### src/design/mttok_pkg.sv
// ---------------------------------------------------------------------------
// Markup text word tokenizer package
// Shared constants, character classes and controller/datapath interface types.
// ---------------------------------------------------------------------------
package mttok_pkg;

  localparam int MAX_WORD_CHARS = 63;
  localparam int IDX_W          = $clog2(MAX_WORD_CHARS);
  localparam int LEN_W          = $clog2(MAX_WORD_CHARS + 1);
  localparam int CHAR_W         = 8;
  localparam int POS_W          = 6;
  localparam int DOC_W          = 15;
  localparam int OUT_DATA_W     = 32;

  localparam logic [CHAR_W-1:0] CH_LT   = 8'h3C;
  localparam logic [CHAR_W-1:0] CH_AMP  = 8'h26;
  localparam logic [CHAR_W-1:0] CH_GT   = 8'h3E;
  localparam logic [CHAR_W-1:0] CH_SEMI = 8'h3B;
  localparam logic [CHAR_W-1:0] CH_USCR = 8'h5F;
  localparam logic [CHAR_W-1:0] CH_A    = 8'h61;
  localparam logic [CHAR_W-1:0] CH_B    = 8'h62;
  localparam logic [CHAR_W-1:0] CH_M    = 8'h6D;
  localparam logic [CHAR_W-1:0] CH_N    = 8'h6E;
  localparam logic [CHAR_W-1:0] CH_P    = 8'h70;
  localparam logic [CHAR_W-1:0] CH_S    = 8'h73;

  typedef struct packed {
    logic accept;
    logic issue;
  } mttok_cmd_t;

  typedef struct packed {
    logic emit_go;
    logic issue_done;
    logic out_free;
  } mttok_stat_t;

  function automatic logic is_word_char(input logic [CHAR_W-1:0] c);
    return (c >= 8'h30 && c <= 8'h39) || (c >= 8'h41 && c <= 8'h5A) ||
           (c >= 8'h61 && c <= 8'h7A) || (c == CH_USCR) ||
           (c == 8'hAA) || (c == 8'hB2) || (c == 8'hB3) || (c == 8'hB5) ||
           (c == 8'hB9) || (c == 8'hBA) || (c >= 8'hBC && c <= 8'hBE) ||
           (c >= 8'hC0 && c != 8'hD7 && c != 8'hF7);
  endfunction

  function automatic logic [CHAR_W-1:0] to_lower(input logic [CHAR_W-1:0] c);
    logic up;
    up = (c >= 8'h41 && c <= 8'h5A) || (c >= 8'hC0 && c <= 8'hDE && c != 8'hD7);
    return up ? c + 8'h20 : c;
  endfunction

endpackage

### src/design/mttok_datapath.sv
// ---------------------------------------------------------------------------
// Markup text word tokenizer datapath
// Character classification, word buffer memory, emission counter and
// output register.
// ---------------------------------------------------------------------------
module mttok_datapath
  import mttok_pkg::*;
(
  input  logic                  clk,
  input  logic                  rst_n,
  input  logic [CHAR_W-1:0]     in_char,
  input  logic                  in_last,
  input  logic                  cfg_wr_en,
  input  logic [DOC_W-1:0]      cfg_wr_data,
  input  mttok_cmd_t            cmd,
  output mttok_stat_t           stat,
  output logic                  out_tvalid,
  input  logic                  out_tready,
  output logic [OUT_DATA_W-1:0] out_tdata,
  output logic                  out_tlast
);

  logic [CHAR_W-1:0] mem [MAX_WORD_CHARS];

  logic [DOC_W-1:0]  doc_r;
  logic              in_markup_r;
  logic [LEN_W-1:0]  wlen_r;
  logic [CHAR_W-1:0] pre_r   [4];
  logic [CHAR_W-1:0] pre_nxt [4];
  logic [LEN_W-1:0]  emit_len_r;
  logic [LEN_W-1:0]  rd_idx_r;
  logic [CHAR_W-1:0] rd_data_r;
  logic [POS_W-1:0]  pos_r;
  logic              last_r;
  logic              out_valid_r;

  logic              is_open;
  logic              is_close;
  logic              append;
  logic              flush;
  logic              stop;
  logic [CHAR_W-1:0] lc;
  logic [LEN_W-1:0]  flush_len;

  always_comb begin
    is_open   = (in_char == CH_LT) || (in_char == CH_AMP);
    is_close  = (in_char == CH_GT) || (in_char == CH_SEMI);
    lc        = to_lower(in_char);
    append    = !is_open && !in_markup_r && is_word_char(in_char) &&
                (wlen_r < LEN_W'(MAX_WORD_CHARS));
    flush     = is_open || (!in_markup_r && !append) || in_last;
    flush_len = append ? wlen_r + LEN_W'(1) : wlen_r;
    for (int k = 0; k < 4; k++) begin
      pre_nxt[k] = (append && wlen_r == LEN_W'(k)) ? lc : pre_r[k];
    end
    stop = (flush_len == LEN_W'(3) && pre_nxt[0] == CH_A && pre_nxt[1] == CH_M &&
            pre_nxt[2] == CH_P) ||
           (flush_len == LEN_W'(4) && pre_nxt[0] == CH_N && pre_nxt[1] == CH_B &&
            pre_nxt[2] == CH_S && pre_nxt[3] == CH_P);
    stat.emit_go    = flush && (flush_len > LEN_W'(1)) && !stop;
    stat.issue_done = (rd_idx_r == emit_len_r);
    stat.out_free   = !out_valid_r || out_tready;
  end

  always_ff @(posedge clk) begin
    if (cmd.accept && append) begin
      mem[wlen_r[IDX_W-1:0]] <= lc;
    end
    if (cmd.issue) begin
      rd_data_r <= mem[rd_idx_r[IDX_W-1:0]];
      pos_r     <= POS_W'(rd_idx_r);
      last_r    <= (rd_idx_r + LEN_W'(1) == emit_len_r);
    end
    if (cmd.accept) begin
      for (int k = 0; k < 4; k++) begin
        pre_r[k] <= pre_nxt[k];
      end
    end
  end

  always_ff @(posedge clk) begin
    if (!rst_n) begin
      doc_r       <= '0;
      in_markup_r <= 1'b0;
      wlen_r      <= '0;
      emit_len_r  <= '0;
      rd_idx_r    <= '0;
      out_valid_r <= 1'b0;
    end else begin
      if (cfg_wr_en) begin
        doc_r <= cfg_wr_data;
      end
      if (cmd.accept) begin
        wlen_r <= flush ? '0 : flush_len;
        if (in_last) begin
          in_markup_r <= 1'b0;
        end else if (is_open) begin
          in_markup_r <= 1'b1;
        end else if (in_markup_r && is_close) begin
          in_markup_r <= 1'b0;
        end
        if (stat.emit_go) begin
          emit_len_r <= flush_len;
          rd_idx_r   <= '0;
        end
      end else if (cmd.issue) begin
        rd_idx_r <= rd_idx_r + LEN_W'(1);
      end
      if (stat.out_free) begin
        out_valid_r <= cmd.issue;
      end
    end
  end

  assign out_tvalid = out_valid_r;
  assign out_tlast  = last_r;
  assign out_tdata  = {{(OUT_DATA_W - DOC_W - POS_W - CHAR_W){1'b0}}, doc_r, pos_r,
                       rd_data_r};

endmodule

### src/design/mttok_ctrl.sv
// ---------------------------------------------------------------------------
// Markup text word tokenizer controller
// Alternates between taking characters and streaming out a finished word.
// ---------------------------------------------------------------------------
module mttok_ctrl
  import mttok_pkg::*;
(
  input  logic        clk,
  input  logic        rst_n,
  input  logic        in_tvalid,
  output logic        in_tready,
  input  mttok_stat_t stat,
  output mttok_cmd_t  cmd
);

  typedef enum logic {
    ST_IDLE,
    ST_EMIT
  } state_t;

  state_t state_r;
  state_t state_nxt;
  logic   in_tready_r;

  always_comb begin
    cmd.accept = in_tvalid && in_tready_r;
    cmd.issue  = (state_r == ST_EMIT) && !stat.issue_done && stat.out_free;
    state_nxt  = state_r;
    unique case (state_r)
      ST_IDLE: begin
        if (cmd.accept && stat.emit_go) begin
          state_nxt = ST_EMIT;
        end
      end
      ST_EMIT: begin
        if (stat.issue_done) begin
          state_nxt = ST_IDLE;
        end
      end
      default: state_nxt = ST_IDLE;
    endcase
  end

  always_ff @(posedge clk) begin
    if (!rst_n) begin
      state_r     <= ST_IDLE;
      in_tready_r <= 1'b1;
    end else begin
      state_r     <= state_nxt;
      in_tready_r <= (state_nxt == ST_IDLE);
    end
  end

  assign in_tready = in_tready_r;

endmodule

### src/design/markup_text_word_tokenizer_core.sv
// ---------------------------------------------------------------------------
// Markup text word tokenizer core
// Takes one Latin-1 character per transaction and streams out the index
// words of a markup document, one lowercased character per transaction,
// each tagged with its position, a last-character flag and the document
// number. While no word is being emitted a character is taken every cycle;
// when a character ends a qualifying word, the input is held off while the
// word is read out of the word buffer memory, one character per cycle
// through its single read port unless the output applies back-pressure,
// which holds the input off for longer. The buffer needs no clearing after
// reset.
// ---------------------------------------------------------------------------
module markup_text_word_tokenizer_core
  import mttok_pkg::*;
(
  input  logic                  clk,
  input  logic                  rst_n,
  input  logic                  in_tvalid,
  output logic                  in_tready,
  input  logic [7:0]            in_tdata,   // [7:0] text_char
  input  logic                  in_tlast,   // end_of_text
  output logic                  out_tvalid,
  input  logic                  out_tready,
  output logic [OUT_DATA_W-1:0] out_tdata,  // [7:0] word_char, [13:8] char_position,
                                            // [28:14] word_document, [31:29] zero
  output logic                  out_tlast,  // word_last
  input  logic                  cfg_wr_en,
  input  logic [DOC_W-1:0]      cfg_wr_data
);

  mttok_cmd_t  cmd;
  mttok_stat_t stat;

  mttok_ctrl u_ctrl (
    .clk       (clk),
    .rst_n     (rst_n),
    .in_tvalid (in_tvalid),
    .in_tready (in_tready),
    .stat      (stat),
    .cmd       (cmd)
  );

  mttok_datapath u_dp (
    .clk         (clk),
    .rst_n       (rst_n),
    .in_char     (in_tdata),
    .in_last     (in_tlast),
    .cfg_wr_en   (cfg_wr_en),
    .cfg_wr_data (cfg_wr_data),
    .cmd         (cmd),
    .stat        (stat),
    .out_tvalid  (out_tvalid),
    .out_tready  (out_tready),
    .out_tdata   (out_tdata),
    .out_tlast   (out_tlast)
  );

endmodule

### config.mk
export PLATFORM = sky130hd
export DESIGN_NAME = markup_text_word_tokenizer_core
export DESIGN_NICKNAME = d
export VERILOG_FILES = /design/src/design/mttok_pkg.sv /design/src/design/mttok_datapath.sv /design/src/design/mttok_ctrl.sv /design/src/design/markup_text_word_tokenizer_core.sv
export SDC_FILE = /design/constraint.sdc
export NUM_CORES = 1
export LEC_CHECK = 0
export ABC_AREA = 1
export BUFFER_PORTS_ARGS = -buffer_cell sky130_fd_sc_hd__buf_2
export CORE_AREA = 3 3 197 199
export DETAILED_ROUTE_END_ITERATION = 10
export DIE_AREA = 0 0 200 202
export MAX_ROUTING_LAYER = met4
export PLACE_DENSITY = 0.84
export SLEW_MARGIN = 40
export SYNTH_ARGS = -nofsm -noshare
export SYNTH_HDL_FRONTEND = slang
export SYNTH_SLANG_ARGS = --single-unit
### constraint.sdc
create_clock -name clk -period 9.05 [get_ports clk]
set_input_delay 1.81 -clock clk [delete_from_list [all_inputs] [get_ports clk]]
set_output_delay 1.81 -clock clk [all_outputs]
set_load 0.05 [all_outputs]
## Word level (Yosys, flattened, before mapping)

Memory sizes are Yosys's and may differ from the RTL's. A register that Yosys moved wholly into a read port is not among the register bits.
Index checks and enable logic that the tools add are counted.

| storage, ports and cells | value |
|---|---|
| memory bits (read-only) | 0 |
| bits of input ports | 29 |
| bits in registers | 44 |
| RAM bits | 536 |
| word-level logic and storage cells | 138 |
| memories | 2 |
| bits in latches | 0 |

| operators by class | value |
|---|---|
| reductions and logical operators | 61 |
| bitwise operators | 2 |
| multiply operators | 0 |
| div/mod/pow operators | 0 |
| shift-type cells | 0 |
| muxes and demuxes | 20 |
| equality and inequality tests | 28 |
| magnitude comparators | 12 |
| add/sub/neg operators | 3 |

Memories:

| memory | depth | bits a word | rd ports | clocked after Yosys merged registers in | write ports | RTL line | source |
|---|---|---|---|---|---|---|---|
| u_dp.mem | 63 | 8 | 1 | 1 | 1 | mttok_datapath.sv:23 | `logic [CHAR_W-1:0] mem [MAX_WORD_CHARS];` |
| u_dp.pre_r | 4 | 8 | 4 | 0 | 4 | mttok_datapath.sv:28 | `logic [CHAR_W-1:0] pre_r [4];` |

Operators with widths:

| kind | count |
|---|---|
| == test 8 x 7 -> 1 bit, second input constant | 8 |
| == test 8 bit, second input constant | 6 |
| two-way mux 8 bit | 5 |
| == test 8 x 6 -> 1 bit, second input constant | 4 |
| logical AND 1 bit | 31 |
| two-way mux 6 bit | 5 |
| == test 6 x 2 -> 1 bit, second input constant | 3 |
| logical OR 1 bit | 18 |
| greater-or-equal comparator 8 x 7 -> 1 bit, second input constant | 2 |
| greater-or-equal comparator 8 bit, second input constant | 2 |
| less-or-equal comparator 8 x 7 -> 1 bit, second input constant | 2 |
| less-or-equal comparator 8 bit, second input constant | 2 |
| inequality test 8 bit, second input constant | 2 |
| adder 6 x 1 -> 6 bit, second input constant | 2 |
| == test 6 bit | 2 |
| two-way mux 1 bit | 9 |
| adder 8 x 6 -> 8 bit, second input constant | 1 |
| greater-or-equal comparator 8 x 6 -> 1 bit, second input constant | 1 |
| less-or-equal comparator 8 x 6 -> 1 bit, second input constant | 1 |
| == test 6 x 1 -> 1 bit, second input constant | 1 |
| == test 6 x 3 -> 1 bit, second input constant | 1 |
| > comparator 6 x 1 -> 1 bit, second input constant | 1 |
| zero test 1 bit | 6 |
| zero test 6 bit | 1 |
| other kinds (7) | 10 |

## Depth between registers and ports, before layout

Gate-level depths: netlist of the first run.

| depth | value |
|---|---|
| depth after elaboration | 29 |
| mapped depth | 25 |
| depth with buffers taken out | 24 |

## Cells and area by module

A second synthesis of the first run with hierarchy kept.

| unflattened totals | value |
|---|---|
| cells, all modules | 2151 |
| area total of the unflattened synthesis | 24621.1 µm² |

By module, submodules not included:

| module | instances | area an instance (µm²) | cells each |
|---|---|---|---|
| mttok_datapath | 1 | 24526.0 | 2138 |
| mttok_ctrl | 1 | 95.1 | 13 |

## Worst setup path before layout of the first run

OpenSTA, ideal clock, no wires.

| timing path | value |
|---|---|
| path kind | input to register |
| from | in in_tdata[5] |
| to | reg u_dp.emit_len_r[0] |
| setup time | 116 ps |
| path slack | 4474 ps |
| cell stages on the path | 22 |
| required time | 8934 ps |
| arrival time | 4460 ps |
| path buffers | 1 |
| cell sequence | inv_1 ha_1 nor2_2 o21bai_1 nand3_1 nand2_1 nand2_1 nand2_1 inv_1 nand3_1 nand2_1 nand2_1 nor2_1 nand2_1 nor2_1 nand2_1 nand2_1 nand2_1 nand2_2 buf_6 o21ai_0 nor2_1 |

RTL lines:

| what | RTL line | source |
|---|---|---|
| start: declaration | markup_text_word_tokenizer_core.sv:20 | `input logic [7:0] in_tdata,` |
| greater-or-equal comparator 8 bit / less-or-equal comparator 8 bit (equally long branches) | mttok_pkg.sv:48 | `up = (c >= 8'h41 && c <= 8'h5A) \|\| (c >= 8'hC0 && c <= 8'hDE && c != 8'hD7);` |
| logical AND 1 bit (2 in series) | mttok_pkg.sv:48 |  |
| logical OR 1 bit | mttok_pkg.sv:48 |  |
| two-way mux 8 bit (*) | mttok_pkg.sv:49 | `return up ? c + 8'h20 : c;` |
| net u_dp.lc[7] | mttok_datapath.sv:42 | `logic [CHAR_W-1:0] lc;` |
| two-way mux 8 bit | mttok_datapath.sv:54 | `pre_nxt[k] = (append && wlen_r == LEN_W'(k)) ? lc : pre_r[k];` |
| == test 8 x 7 -> 1 bit | mttok_datapath.sv:58 | `(flush_len == LEN_W'(4) && pre_nxt[0] == CH_N && pre_nxt[1] == CH_B &&` |
| logical AND 1 bit (3 in series) | mttok_datapath.sv:58 |  |
| logical AND 1 bit | mttok_datapath.sv:59 | `pre_nxt[2] == CH_S && pre_nxt[3] == CH_P);` |
| logical OR 1 bit (*) | mttok_datapath.sv:57 | `pre_nxt[2] == CH_P) \|\|` |
| zero test 1 bit (*) | mttok_datapath.sv:60 | `stat.emit_go = flush && (flush_len > LEN_W'(1)) && !stop;` |
| logical AND 1 bit (*) | mttok_datapath.sv:60 |  |
| AND reduction 2 bit (no line) (*) | n/a |  |
| end signal: assignment | mttok_datapath.sv:103 | `emit_len_r <= flush_len;` |
| end: declaration | mttok_datapath.sv:30 | `logic [LEN_W-1:0] emit_len_r;` |

Mark *: on every way through the listed nets, which the timed path passes. The rest lies on a longest branch.
A chain may end at the register's enable or synchronous reset.

## Worst setup path after layout of the first run

| timing path | value |
|---|---|
| from | in in_tdata[0] |
| to | mem u_dp.mem[52][2], enable pin |

| on the way | value |
|---|---|
| word-level cells in the longest chain between the ends | 18 |

Ends and longest elaborated chain:

| what | RTL line | source |
|---|---|---|
| greater-or-equal comparator 8 x 6 -> 1 bit (tied with other cells) | mttok_pkg.sv:39 | `return (c >= 8'h30 && c <= 8'h39) \|\| (c >= 8'h41 && c <= 8'h5A) \|\|` |
| logical AND 1 bit | mttok_pkg.sv:39 |  |
| logical OR 1 bit (2 in series) | mttok_pkg.sv:39 |  |
| logical OR 1 bit (2 in series) | mttok_pkg.sv:40 | `(c >= 8'h61 && c <= 8'h7A) \|\| (c == CH_USCR) \|\|` |
| logical OR 1 bit (4 in series) | mttok_pkg.sv:41 | `(c == 8'hAA) \|\| (c == 8'hB2) \|\| (c == 8'hB3) \|\| (c == 8'hB5) \|\|` |
| logical OR 1 bit (3 in series) | mttok_pkg.sv:42 | `(c == 8'hB9) \|\| (c == 8'hBA) \|\| (c >= 8'hBC && c <= 8'hBE) \|\|` |
| logical AND 1 bit (*) (2 in series) | mttok_datapath.sv:49 | `append = !is_open && !in_markup_r && is_word_char(in_char) &&` |
| logical AND 1 bit (*) | mttok_datapath.sv:66 | `if (cmd.accept && append) begin` |
| two-way mux 1 bit (*) | mttok_datapath.sv:66 |  |
| two-way mux 1 bit (implied by the code) (*) | mttok_datapath.sv:67 | `mem[wlen_r[IDX_W-1:0]] <= lc;` |
| end: declaration | mttok_datapath.sv:23 |  |

Every way passes the cells marked *; elsewhere a longest branch is shown, timed or not.

==> out/qor.yml, run 1 <==
route:
  drc: 0
  vias: 17600
  postRouteAntennaNets: 0
  postRouteWirelength_um: 63100
  drtIter0Drc: 2581
  vias_per_cell: 6.44
  firstDrtPassIters: 6
  wl_per_cell_um: 23.1
global_route:
  grt.total_usage: 0.321
  grt_pass1_vias: 16800
  grt_max_degree: 118
  grt_overflow_total: 0
  grt_pass1_wl_um: 95800
  antenna_found_initial: 1
layout:
  final_cells: 2732
  nFillCells: 2428
  drive_above_1_share: 0.105
  fin_nets: 2213
  fin_area_um2: 27300
  area_growth_pct: 9.84
die:
  fp.coreArea_um2: 37400
  ios: 64
  die_area_um2: 40400
  die_h_um: 202
  rows: 71
  die_w_um: 200
  initial_utilization: 0.664
sta:
  fmax_mhz: 182
  rsz0062_at_grt: "false"
  holdWs_ns: 0.497
  setup-violations-final: 0
  slew_violations: 0
  setup_ws_ns: 3.55
  skew_ns: 0.0170
  finalHoldViolCount: 0
  setup-tns-final_ns: 0
  slew_headroom: 0.414
  final.period_utilization: 0.608
  tightest_slew_ns: 0.877
  post-route-min-period_ns: 5.50
clocking:
  clk_pin_slew_worst_paths_ns: 0.06
  numCtsBuffers: 54
  root_buffer: "clkbuf_16"
  hold_buffers: 0
  cts_setup_buffers: 0
  cts_max_level: 2
  cts_tree: "built"
  clock_path_buffers: 3
  cts_num_sinks: 588
  cts_resized: 0
  worstSkewPairLatency_ns: 0.60
setup_path:
  endpoint_kind: "flop"
  worstPathCellList: "buf_2, buf_4, nand2_2, nor2_1, nand2_1, nand3_2, nor2_4, nand3_4, nand2_4, nor2_1, nand4_1, nor2_1"
  critPathBufInv: 2
  start_kind: "input pin"
  cp_slowest_stage_delay_ns: 0.89
  cp.arrival_ns: 5.73
  crit_family: "simple AND/OR/NAND/NOR gates"
  worstPathMaxFanout: 66
  slowest_stage: "nor2_1"
  path_class: "in -> reg"
  path_common_cell: "nor2_1"
  required_ns: 9.28
synthesis:
  ys_types: 45
  synth_edf_count: 551
  postSynth.asyncResetShare: 0
  synth_seq_cells: 588
  synth_warnings: 0
  synth_cells: 2168
  yosysSeqAreaShare: 0.696
  avgSynthCellArea_um2: 11.5
  syn-cell-area_um2: 24800
  synth_flop_cell: "edfxtp_1"
placed_design:
  dp.cells: 2631
  dpl.hpwl_um: 37300
  numPortBuffers: 60
  postPlaceCellArea_um2: 25400
  dp_worst_setup_slack_ns: 3.01
  place_congestion: 1.00
hold_path:
  hp-class: "reg -> reg"
power:
  ir_drop_mv: 0.267
  power_density_nw_per_um2: 215
  p_leak_nw: 9.51
status:
  status: "finished clean"
flow_run:
  maxCapViolations: 0
-- report_power, final --
group          internal [mW]  leakage, nW  switching [mW]  total [mW]
clock network           1.38        0.894           0.989        2.37
registers               3.03         5.27          0.0232        3.06
logic                  0.102         3.35           0.334       0.436
-- area by class of cell --
class	count	area, um2	share of cell area
clock buffer	66	1420	0.0520
timing repair buffer	87	518	0.0190
antenna	1	2.50	0.0000917
inverter	90	345	0.0127
tap	511	639	0.0234
sequential	588	17300	0.634
multi-input combinational	1355	6650	0.244
clock inverter	34	420	0.0154
-- cells by family after synthesis --
family	share of synthesized area
other	0.000151
XOR/XNOR	0.00599
flip-flops	0.696
multiplexers	0.000403
adder cells (fa/ha/maj)	0.00403
AND/OR/NAND/NOR	0.134
AO/OA/AOI/OAI	0.121
buffers and inverters	0.0388
-- flip-flops by register name, indices dropped and copies added (netlist names) --
name,cells
u_ctrl.in_tready,1
u_ctrl.state_r,1
u_dp.doc_r,15
u_dp.emit_len_r,6
u_dp.in_markup_r,1
u_dp.mem,504
u_dp.out_tlast,1
u_dp.out_tvalid,1
u_dp.pos_r,6
u_dp.pre_r,32
u_dp.rd_data_r,8
u_dp.rd_idx_r,6
u_dp.wlen_r,6
-- metal layers --
metal	track usage	up-vias	part of all wire
met5	-	-	0
met4	0.144	0	0.046
met3	0.0590	187	0.11
met2	0.486	1277	0.47
met1	0.431	8328	0.37
li1	-	7802	-
-- cells in the final DEF, fill, tap and decap left out, drive strengths merged, types with 9 or more instances in the layout --
| master | netlist | routed |
|---|---|---|
| a21oi | 45 | 45 |
| buf | 33 | 87 |
| bufinv | 0 | 9 |
| clkbuf | 104 | 66 |
| clkinv | 5 | 23 |
| dfxtp | 37 | 37 |
| edfxtp | 551 | 551 |
| inv | 85 | 88 |
| nand2 | 246 | 246 |
| nand3 | 55 | 55 |
| nand4 | 31 | 31 |
| nor2 | 441 | 441 |
| o211ai | 15 | 15 |
| o21ai | 324 | 324 |
| o221ai | 13 | 13 |
| o22ai | 121 | 121 |
| xor2 | 10 | 10 |
-- cells in the mapped netlist, types with 2 or more instances --
cell        n  area share
edfxtp_1  551        0.67
nor2_1    427       0.065
o21ai_0   319       0.064
nand2_1   228       0.034
o22ai_1   121       0.030
clkbuf_1  104       0.016
inv_1      77       0.012
nand3_1    48      0.0097
a21oi_1    43      0.0087
dfxtp_1    37       0.030
nand4_1    30      0.0076
nand2_2    17      0.0043
o211ai_1   15      0.0045
o221ai_1   13      0.0046
buf_1      11      0.0017
buf_6      11      0.0050
xor2_1     10      0.0035
ha_1        8      0.0040
inv_2       8      0.0012
nor2_2      7      0.0018
nor2_4      7      0.0032
nor4_1      7      0.0018
xnor2_1     7      0.0025
buf_4       6      0.0018
a221oi_1    5      0.0018
buf_2       5      0.0010
clkinv_1    5     0.00076
nor3_1      5      0.0010
o21ai_1     5      0.0010
nand3_4     4      0.0028
o32ai_1     4      0.0014
a22oi_1     3     0.00091
nand3_2     3      0.0012
o21a_1      3     0.00091
a21oi_2     2     0.00071
a32oi_1     2     0.00071
or2_2       2     0.00050
-- metrics by stage --
stage / power, mW / util
after CTS: 5.86 / 0.729
after global routing: 6.00 / 0.730
after detailed placement: 3.54 / 0.680
final: 5.86 / 0.730
after floorplan: 3.39 / -
after global placement: 3.52 / 0.679
-- worst min-delay path: stages, from the launching register on --
cell	delay, ns
dfxtp_1	0.33
nand2_1	0.07
a21oi_1	0.06
-- worst paths after layout --
| kind | startpoint | end | slack (ns) | depth (start not counted) |
|---|---|---|---|---|
| setup / recovery | in_tdata[0] | u_dp.mem[52][2] | 3.55 | 12 |
| hold / removal | u_dp.out_tvalid | u_dp.out_tvalid | 0.50 | 2 |
| hold reg to reg | u_dp.out_tvalid | u_dp.out_tvalid | 0.50 | 2 |
| setup reg to reg | u_dp.wlen_r[0] | u_dp.mem[52][2] | 4.83 | 10 |
(Power assumes the default switching activity.)
==> inputs of run 2 (changes only) <==
--- a/config.mk
+++ b/config.mk
@@ -7,11 +7,11 @@
 export LEC_CHECK = 0
 export ABC_AREA = 1
 export BUFFER_PORTS_ARGS = -buffer_cell sky130_fd_sc_hd__buf_2
-export CORE_AREA = 3 3 197 199
+export CORE_AREA = 3 3 205 207
 export DETAILED_ROUTE_END_ITERATION = 10
-export DIE_AREA = 0 0 200 202
+export DIE_AREA = 0 0 208 210
 export MAX_ROUTING_LAYER = met4
-export PLACE_DENSITY = 0.84
+export PLACE_DENSITY = 0.78
 export SLEW_MARGIN = 40
 export SYNTH_ARGS = -nofsm -noshare
 export SYNTH_HDL_FRONTEND = slang
==> constraint.sdc (replaced) <==
create_clock -name clk -period 5.25 [get_ports clk]
set_input_delay 1.05 -clock clk [delete_from_list [all_inputs] [get_ports clk]]
set_output_delay 1.05 -clock clk [all_outputs]
set_load 0.05 [all_outputs]
==> run 2 against run 1 <==
Net effect: setup slack worse by 2.0 ns; non-clock buffer count is 20 higher; utilization is 5.3 points lower; power is 69% higher; critical path type unchanged; highest routed layer unchanged.
==> out/qor.yml, run 2 (synthesis results as in run 1) <==
status:
  status: "finished clean"  # unchanged
global_route:
  grt_pass1_vias: 16800  # about the same
  grt_max_degree: 158  # was 118
  grt.total_usage: 0.290  # was 0.321
  grt_pass1_wl_um: 95800  # about the same
  antenna_found_initial: 0  # was 1
  grt_overflow_total: 0  # unchanged
layout:
  area_growth_pct: 10.4  # was 9.84%
  drive_above_1_share: 0.119  # was 0.105
  largest_register_ffs: 504  # unchanged
  antenna_cells: 0  # was 1
  fin_nets: 2236  # was 2213
  layout_commonest_cell: "edfxtp_1"  # unchanged
  mostFrequentLayoutCells: "edfxtp_1 (551), nor2_1 (413), o21ai_0 (319)"  # was edfxtp_1 (551), nor2_1 (426), o21ai_0 (319)
  nFillCells: 2869  # was 2428
sta:
  setup-tns-final_ns: 0  # unchanged
  fmax_mhz: 269
  setup-violations-final: 0  # unchanged
  final.period_utilization: 0.708
  post-route-min-period_ns: 3.72
  slew_headroom: 0.414  # about the same
  slew_violations: 0  # unchanged
  rsz0062_at_grt: "false"  # unchanged
  tightest_slew_ns: 0.876  # was 0.877 ns
  skew_ns: 0.0174  # was 0.0170 ns
  finalHoldViolCount: 0  # unchanged
  setup_ws_ns: 1.53  # was 3.55 ns
setup_path:
  reg2reg_slack_ns: 1.82  # was 4.83 ns
  start_kind: "input pin"  # unchanged
  cp_slowest_stage_delay_ns: 0.66  # was 0.89 ns
  r2r_start: "u_dp.wlen_r[0]"  # unchanged
  cp.arrival_ns: 3.95  # was 5.73 ns
  endpoint_kind: "flop"  # unchanged
  required_ns: 5.49  # was 9.28 ns
  crit_family: "simple AND/OR/NAND/NOR gates"  # unchanged
  worstPathMaxFanout: 24  # was 66
  path_class: "in -> reg"  # unchanged
  critPathBufInv: 3  # was 2
  worstPathCellList: "buf_2, buf_4, nand2_1, nor2_1, nand2_1, nand2_1, nand2_1, nand2_1, nor2_4, nand3_4, nand2_4, nor2_1, nand4_1, buf_4, nor2_1"  # was buf_2, buf_4, nand2_2, nor2_1, nand2_1, nand3_2, nor2_4, nand3_4, nand2_4, nor2_1, nand4_1, nor2_1
  path_common_cell: "nand2_1"  # was nor2_1
  r2r_end: "u_dp.emit_len_r[0]"  # was u_dp.mem[52][2]
  slowest_stage: "nor2_1"  # unchanged
  reg2regPathDepth: 22  # was 10
  cp.depth: 15  # was 12
flow_run:
  maxCapViolations: 0  # unchanged
route:
  firstDrtPassIters: 6  # unchanged
  wl_per_cell_um: 22.3  # was 23.1 um
  drtIter0Drc: 2066  # was 2581
  vias_per_cell: 6.28  # was 6.44
  postRouteWirelength_um: 62100  # was 63100 um
  drc: 0  # unchanged
  vias: 17400  # was 17600
  postRouteAntennaNets: 0  # unchanged
clocking:
  worstSkewPairLatency_ns: 0.61  # was 0.60 ns
  root_buffer: "clkbuf_16"  # unchanged
  cts_max_level: 2  # unchanged
  cts_resized: 0  # unchanged
  clock_path_buffers: 3  # unchanged
  numCtsBuffers: 57  # was 54
  cts_setup_buffers: 0  # unchanged
  cts_tree: "built"  # unchanged
  clk_pin_slew_worst_paths_ns: 0.06  # about the same
  hold_buffers: 0  # unchanged
  cts_num_sinks: 588  # unchanged
power:
  ir_drop_mv: 0.286  # was 0.267 mV
  power_density_nw_per_um2: 361  # was 215 nW/um2
  p_leak_nw: 9.60  # was 9.51 nW
placed_design:
  place_congestion: 0.910  # was 1.00
  dpl.hpwl_um: 37400  # was 37300 um
  numPortBuffers: 60  # unchanged
  dp_worst_setup_slack_ns: 0.974  # was 3.01 ns
die:
  ios: 64  # unchanged
  fp.coreArea_um2: 40600  # was 37400 um2
  die_w_um: 208  # was 200 um
  initial_utilization: 0.613  # was 0.664
  rows: 74  # was 71
  die_h_um: 210  # was 202 um
  die_area_um2: 43700  # was 40400 um2
hold_path:
  min_from: "u_dp.doc_r[4]"  # was u_dp.out_tvalid
  worstHoldEndpoint: "u_dp.doc_r[4]"  # was u_dp.out_tvalid
  hp-class: "reg -> reg"  # unchanged
  whs_path_depth: 2  # unchanged
[run 2: cell count changes in the layout (fill, tap and decap cells not counted), sizes merged]
| cell | previous run | this run |
|---|---|---|
| buf | 87 | 107 |
| clkbuf | 66 | 68 |
| clkinvlp | 4 | 1 |
| diode | 1 | 0 |
| clkinv | 23 | 37 |
| bufinv | 9 | 3 |
[run 2: where the power goes]
part	internal (mW)	switching (mW)	total, mW
Sequential	5.23	0.0332	5.26
Clock	2.16	1.72	3.88
Combinational	0.184	0.564	0.747
Total	7.58	2.32	9.89
[run 2: stage by stage]
step                instances  hold WS (ns)  power [mW]  area, um2   util
floorplan                2170         0.403        5.85      24900      -
global route             2779         0.531        10.2      27400  0.676
CTS                      2779         0.495        9.92      27400  0.676
global placement         2672         0.475        6.08      25600  0.632
finish                   2779         0.491        9.89      27400  0.676
detailed placement       2672         0.484        6.10      25600  0.632
[run 2: metal layers]
layer | vias up | global-route usage | wire, um
li1 | 7855 | - | -
met1 | 8454 | 0.389 | 24000
met2 | 995 | 0.459 | 30300
met3 | 140 | 0.0448 | 5910
met4 | 0 | 0.105 | 1850
met5 | - | - | 0
[run 2: tightest hold or removal path, delay by kind of cell (launching register included)]
family,cells,cell delay (ns)
simple gates,1,0.08
flops,1,0.32
compound gates,1,0.07
[run 2: how the worst max path moves through the flow]
stage	start	end	slack (ns)
floorplan	in_tdata[5]	u_dp.emit_len_r[0]	1.43
global placement	in_tdata[2]	u_dp.mem[58][7]	1.03
detailed placement	in_tdata[2]	u_dp.emit_len_r[3]	0.97
CTS	in_tdata[2]	u_dp.emit_len_r[0]	1.61
global route	in_tdata[2]	u_dp.emit_len_r[1]	1.09
finish	in_tdata[2]	u_dp.mem[29][7]	1.53
[run 2: final cells by class]
| cell class | count | area [um2] | share of cell area |
|---|---|---|---|
| Clock buffer | 68 | 1480 | 0.0539 |
| Clock inverter | 39 | 295 | 0.0108 |
| Inverter | 90 | 343 | 0.0125 |
| Multi-Input combinational cell | 1355 | 6650 | 0.243 |
| Sequential cell | 588 | 17300 | 0.630 |
| Tap cell | 532 | 666 | 0.0243 |
| Timing Repair Buffer | 107 | 703 | 0.0256 |
==> inputs of run 3 (changes only) <==
--- a/config.mk
+++ b/config.mk
@@ -5,11 +5,11 @@
 export SDC_FILE = /design/constraint.sdc
 export NUM_CORES = 1
 export LEC_CHECK = 0
-export ABC_AREA = 1
+export ABC_AREA = 0
 export BUFFER_PORTS_ARGS = -buffer_cell sky130_fd_sc_hd__buf_2
-export CORE_AREA = 3 3 205 207
+export CORE_AREA = 3 3 202 204
 export DETAILED_ROUTE_END_ITERATION = 10
-export DIE_AREA = 0 0 208 210
+export DIE_AREA = 0 0 205 207
 export MAX_ROUTING_LAYER = met4
 export PLACE_DENSITY = 0.78
 export SLEW_MARGIN = 40
==> constraint.sdc (replaced) <==
create_clock -name clk -period 3.44 [get_ports clk]
set_input_delay 0.688 -clock clk [delete_from_list [all_inputs] [get_ports clk]]
set_output_delay 0.688 -clock clk [all_outputs]
set_load 0.05 [all_outputs]
==> run 3 against run 2 <==
Net effect: critical path depth is 4 lower; power is 46% higher; worst hold slack worse by 0.18 ns; clock skew is 0.0035 ns higher; synthesized cell count is 41% lower; sequential cell count stayed put; global-route usage is 1.2 points higher; synthesized area is 2.8% lower; wire length is 1.2% lower; critical path type unchanged.
==> out/qor.yml, run 3 <==
status:
  status: "finished clean"  # unchanged
clocking:
  clk_pin_slew_worst_paths_ns: 0.07  # was 0.06 ns
  cts_setup_buffers: 0  # unchanged
  cts_max_level: 2  # unchanged
  clock_path_buffers: 3  # unchanged
  cts_num_sinks: 588  # unchanged
  cts_resized: 0  # unchanged
  numCtsBuffers: 55  # was 57
  root_buffer: "clkbuf_16"  # unchanged
  cts_tree: "built"  # unchanged
  hold_buffers: 0  # unchanged
  worstSkewPairLatency_ns: 0.61  # about the same
synthesis:
  netlist.area_leader.share: 0.685  # was 0.666
  synth_cells: 1284  # was 2168
  postSynth.asyncResetShare: 0  # unchanged
  synthMostInstantiatedCell: "edfxtp_1"  # unchanged
  yosysSeqAreaShare: 0.716  # was 0.696
  synth_warnings: 0  # unchanged
  synth_flop_cell: "edfxtp_1"  # unchanged
  synthTopCellsByCount: "edfxtp_1 (551), mux4_2 (158), nor2_1 (98)"  # was edfxtp_1 (551), nor2_1 (427), o21ai_0 (319)
  synth_seq_cells: 588  # unchanged
  yosysTopAreaCell: "edfxtp_1"  # unchanged
  syn-cell-area_um2: 24200  # was 24800 um2
  ys_types: 76  # was 45
  synth_edf_count: 551  # unchanged
  synth_area_leaders: "edfxtp_1 (68%), mux4_2 (15%), dfxtp_1 (3.1%), nor2_1 (1.5%), mux2_2 (1.4%)"  # was edfxtp_1 (67%), nor2_1 (6.5%), o21ai_0 (6.4%), nand2_1 (3.4%), o22ai_1 (3.0%)
  avgSynthCellArea_um2: 18.8  # was 11.5 um2
global_route:
  grt_pass1_wl_um: 90700  # was 95800 um
  antenna_found_initial: 3  # was 0
  grt_overflow_total: 0  # unchanged
  grt.total_usage: 0.302  # was 0.290
  grt_pass1_vias: 13800  # was 16800
  grt_max_degree: 71  # was 158
power:
  p_int_mw: 11.5  # was 7.58 mW
  p_sw_mw: 2.99  # was 2.32 mW
  swShare: 0.207  # was 0.234
  clkPwrFrac: 0.414  # was 0.392
  power_density_nw_per_um2: 500  # was 361 nW/um2
  ir_drop_mv: 0.352  # was 0.286 mV
  p_leak_nw: 9.36  # was 9.60 nW
  power_frac_seq: 0.547  # was 0.532
  pwr-share-comb: 0.039  # was 0.076
die:
  initial_utilization: 0.612  # was 0.613
  die_area_um2: 42400  # was 43700 um2
  die_h_um: 207  # was 210 um
  ios: 64  # unchanged
  die_w_um: 205  # was 208 um
  fp.coreArea_um2: 39500  # was 40600 um2
  rows: 73  # was 74
hold_path:
  whs_path_depth: 3  # was 2
  hp-class: "in -> reg"  # was reg -> reg
  worstHoldEndpoint: "u_dp.doc_r[4]"  # unchanged
  min_from: "cfg_wr_data[4]"  # was u_dp.doc_r[4]
setup_path:
  start_kind: "input pin"  # unchanged
  reg2reg_slack_ns: 0.44  # was 1.82 ns
  path_common_cell: "o31ai_2"  # was nand2_1
  slowest_stage: "a21boi_1"  # was nor2_1
  endpoint_kind: "flop"  # unchanged
  r2r_end: "u_dp.emit_len_r[1]"  # was u_dp.emit_len_r[0]
  cp.arrival_ns: 3.65  # was 3.95 ns
  worstPathCellList: "buf_2, nor4_1, buf_4, a211oi_1, a21boi_1, o31ai_2, or4b_1, a2111o_1, o31ai_2, a21boi_2, o221a_1"  # was buf_2, buf_4, nand2_1, nor2_1, nand2_1, nand2_1, nand2_1, nand2_1, nor2_4, nand3_4, nand2_4, nor2_1, nand4_1, buf_4, nor2_1
  reg2regPathDepth: 10  # was 22
  r2r_start: "u_dp.wlen_r[1]"  # was u_dp.wlen_r[0]
  path_class: "in -> reg"  # unchanged
  required_ns: 3.93  # was 5.49 ns
  worstPathMaxFanout: 8  # was 24
  cp_slowest_stage_delay_ns: 0.59  # was 0.66 ns
sta:
  post-route-min-period_ns: 3.16
  slew_headroom: 0.480  # was 0.414
  tightest_slew_ns: 0.780  # was 0.876 ns
  slew_violations: 0  # unchanged
  setup-violations-final: 0  # unchanged
  fmax_mhz: 317
  finalHoldViolCount: 0  # unchanged
  skew_ns: 0.0210  # was 0.0174 ns
  final.period_utilization: 0.918
  setup-tns-final_ns: 0  # unchanged
  rsz0062_at_grt: "false"  # unchanged
placed_design:
  numPortBuffers: 60  # unchanged
  place_congestion: 0.872  # was 0.910
  dpl.hpwl_um: 36600  # was 37400 um
route:
  routed.top_layer: "met4"  # unchanged
  drtIter0Drc: 1557  # was 2066
  firstDrtPassIters: 7  # was 6
  vias_per_cell: 6.50  # was 6.28
  wl_met3_um: 5380  # was 5910 um
  routed-wl-met2_um: 30500  # was 30300 um
  drc: 0  # unchanged
  postRouteAntennaNets: 0  # unchanged
  wl_per_cell_um: 29.3  # was 22.3 um
  postRouteWirelength_um: 61300  # was 62100 um
  vias: 13600  # was 17400
  wirelength_met1_um: 23600  # was 24000 um
flow_run:
  maxCapViolations: 0  # unchanged
layout:
  drive_above_1_share: 0.390  # was 0.119
  area_growth_pct: 19.9  # was 10.4%
  utilization: 0.734  # was 0.676
  mostFrequentLayoutCells: "edfxtp_1 (551), mux4_2 (158), buf_4 (150)"  # was edfxtp_1 (551), nor2_1 (413), o21ai_0 (319)
  fin_nets: 1556  # was 2236
  layout_commonest_cell: "edfxtp_1"  # unchanged
  largest_register_ffs: 504  # unchanged
-- run 3: worst max path at each step --
stage	start	depth (start not counted)	slack, ns	to
final	in_tdata[1]	11	0.28	u_dp.emit_len_r[1]
after global routing	in_tdata[3]	12	0.03	u_dp.rd_idx_r[2]
after CTS	in_tdata[6]	12	0.33	u_dp.rd_idx_r[2]
after detailed placement	in_tdata[4]	12	-0.30	u_dp.rd_idx_r[2]
after global placement	in_tdata[1]	10	-0.24	u_dp.emit_len_r[1]
after floorplan	in_tdata[3]	10	-0.38	u_dp.emit_len_r[1]
-- run 3: power groups by stage --
| stage | Combinational, mW | Clock [mW] | Sequential [mW] |
|---|---|---|---|
| 6_report | 0.559 | 6.00 | 7.91 |
| 5_1_grt | 0.595 | 6.33 | 7.92 |
| 4_1_cts | 0.550 | 6.06 | 7.91 |
| 3_5_place_dp | 0.546 | 0 | 8.07 |
| 3_3_place_gp | 0.526 | 0 | 8.06 |
| 2_1_floorplan | 0.239 | 0 | 8.10 |
-- run 3: per-stage QoR --
step | total power [mW] | hold slack (ns) | instance area (um2) | std cells | worst slack [ns]
floorplan | 8.34 | 0.406 | 24500 | 1286 | -0.375
global placement | 8.59 | 0.472 | 27200 | 1986 | -0.244
detailed placement | 8.61 | 0.478 | 27200 | 1986 | -0.300
CTS | 14.5 | 0.293 | 28900 | 2089 | 0.331
global route | 14.8 | 0.300 | 29000 | 2091 | 0.0262
finish | 14.5 | 0.315 | 29000 | 2091 | 0.282
-- run 3: cell type report --
type,instances,area (um2)
inverter,12,45.0
timing repair buffer,256,2350
tap,525,657
fill,2223,10500
clock buffer,81,1610
clock inverter,22,181
multi-input combinational,606,6830
sequential,588,17300
antenna,1,2.50
-- run 3: layer usage --
layer	up-vias	track usage
li1	5716	-
met2	756	0.471
met1	7002	0.411
met4	0	0.0922
met5	-	-
met3	111	0.0610
-- run 3: worst max-delay path: cells and delay by family --
| kind | cells | cell delay [ns] |
|---|---|---|
| compound gates | 7 | 2.09 |
| buf+inv | 2 | 0.30 |
| simple gates | 2 | 0.57 |
-- run 3: cell families after synthesis --
family | count (synthesis) | synth area share
DFF | 588 | 0.716
buffers and inverters | 92 | 0.0156
AOI/OAI and AO/OA | 107 | 0.0335
other | 1 | 0.000155
muxes | 216 | 0.173
xor gates and xnor gates | 18 | 0.00653
and+or+nand+nor | 253 | 0.0512
adders and majority gates | 9 | 0.00456
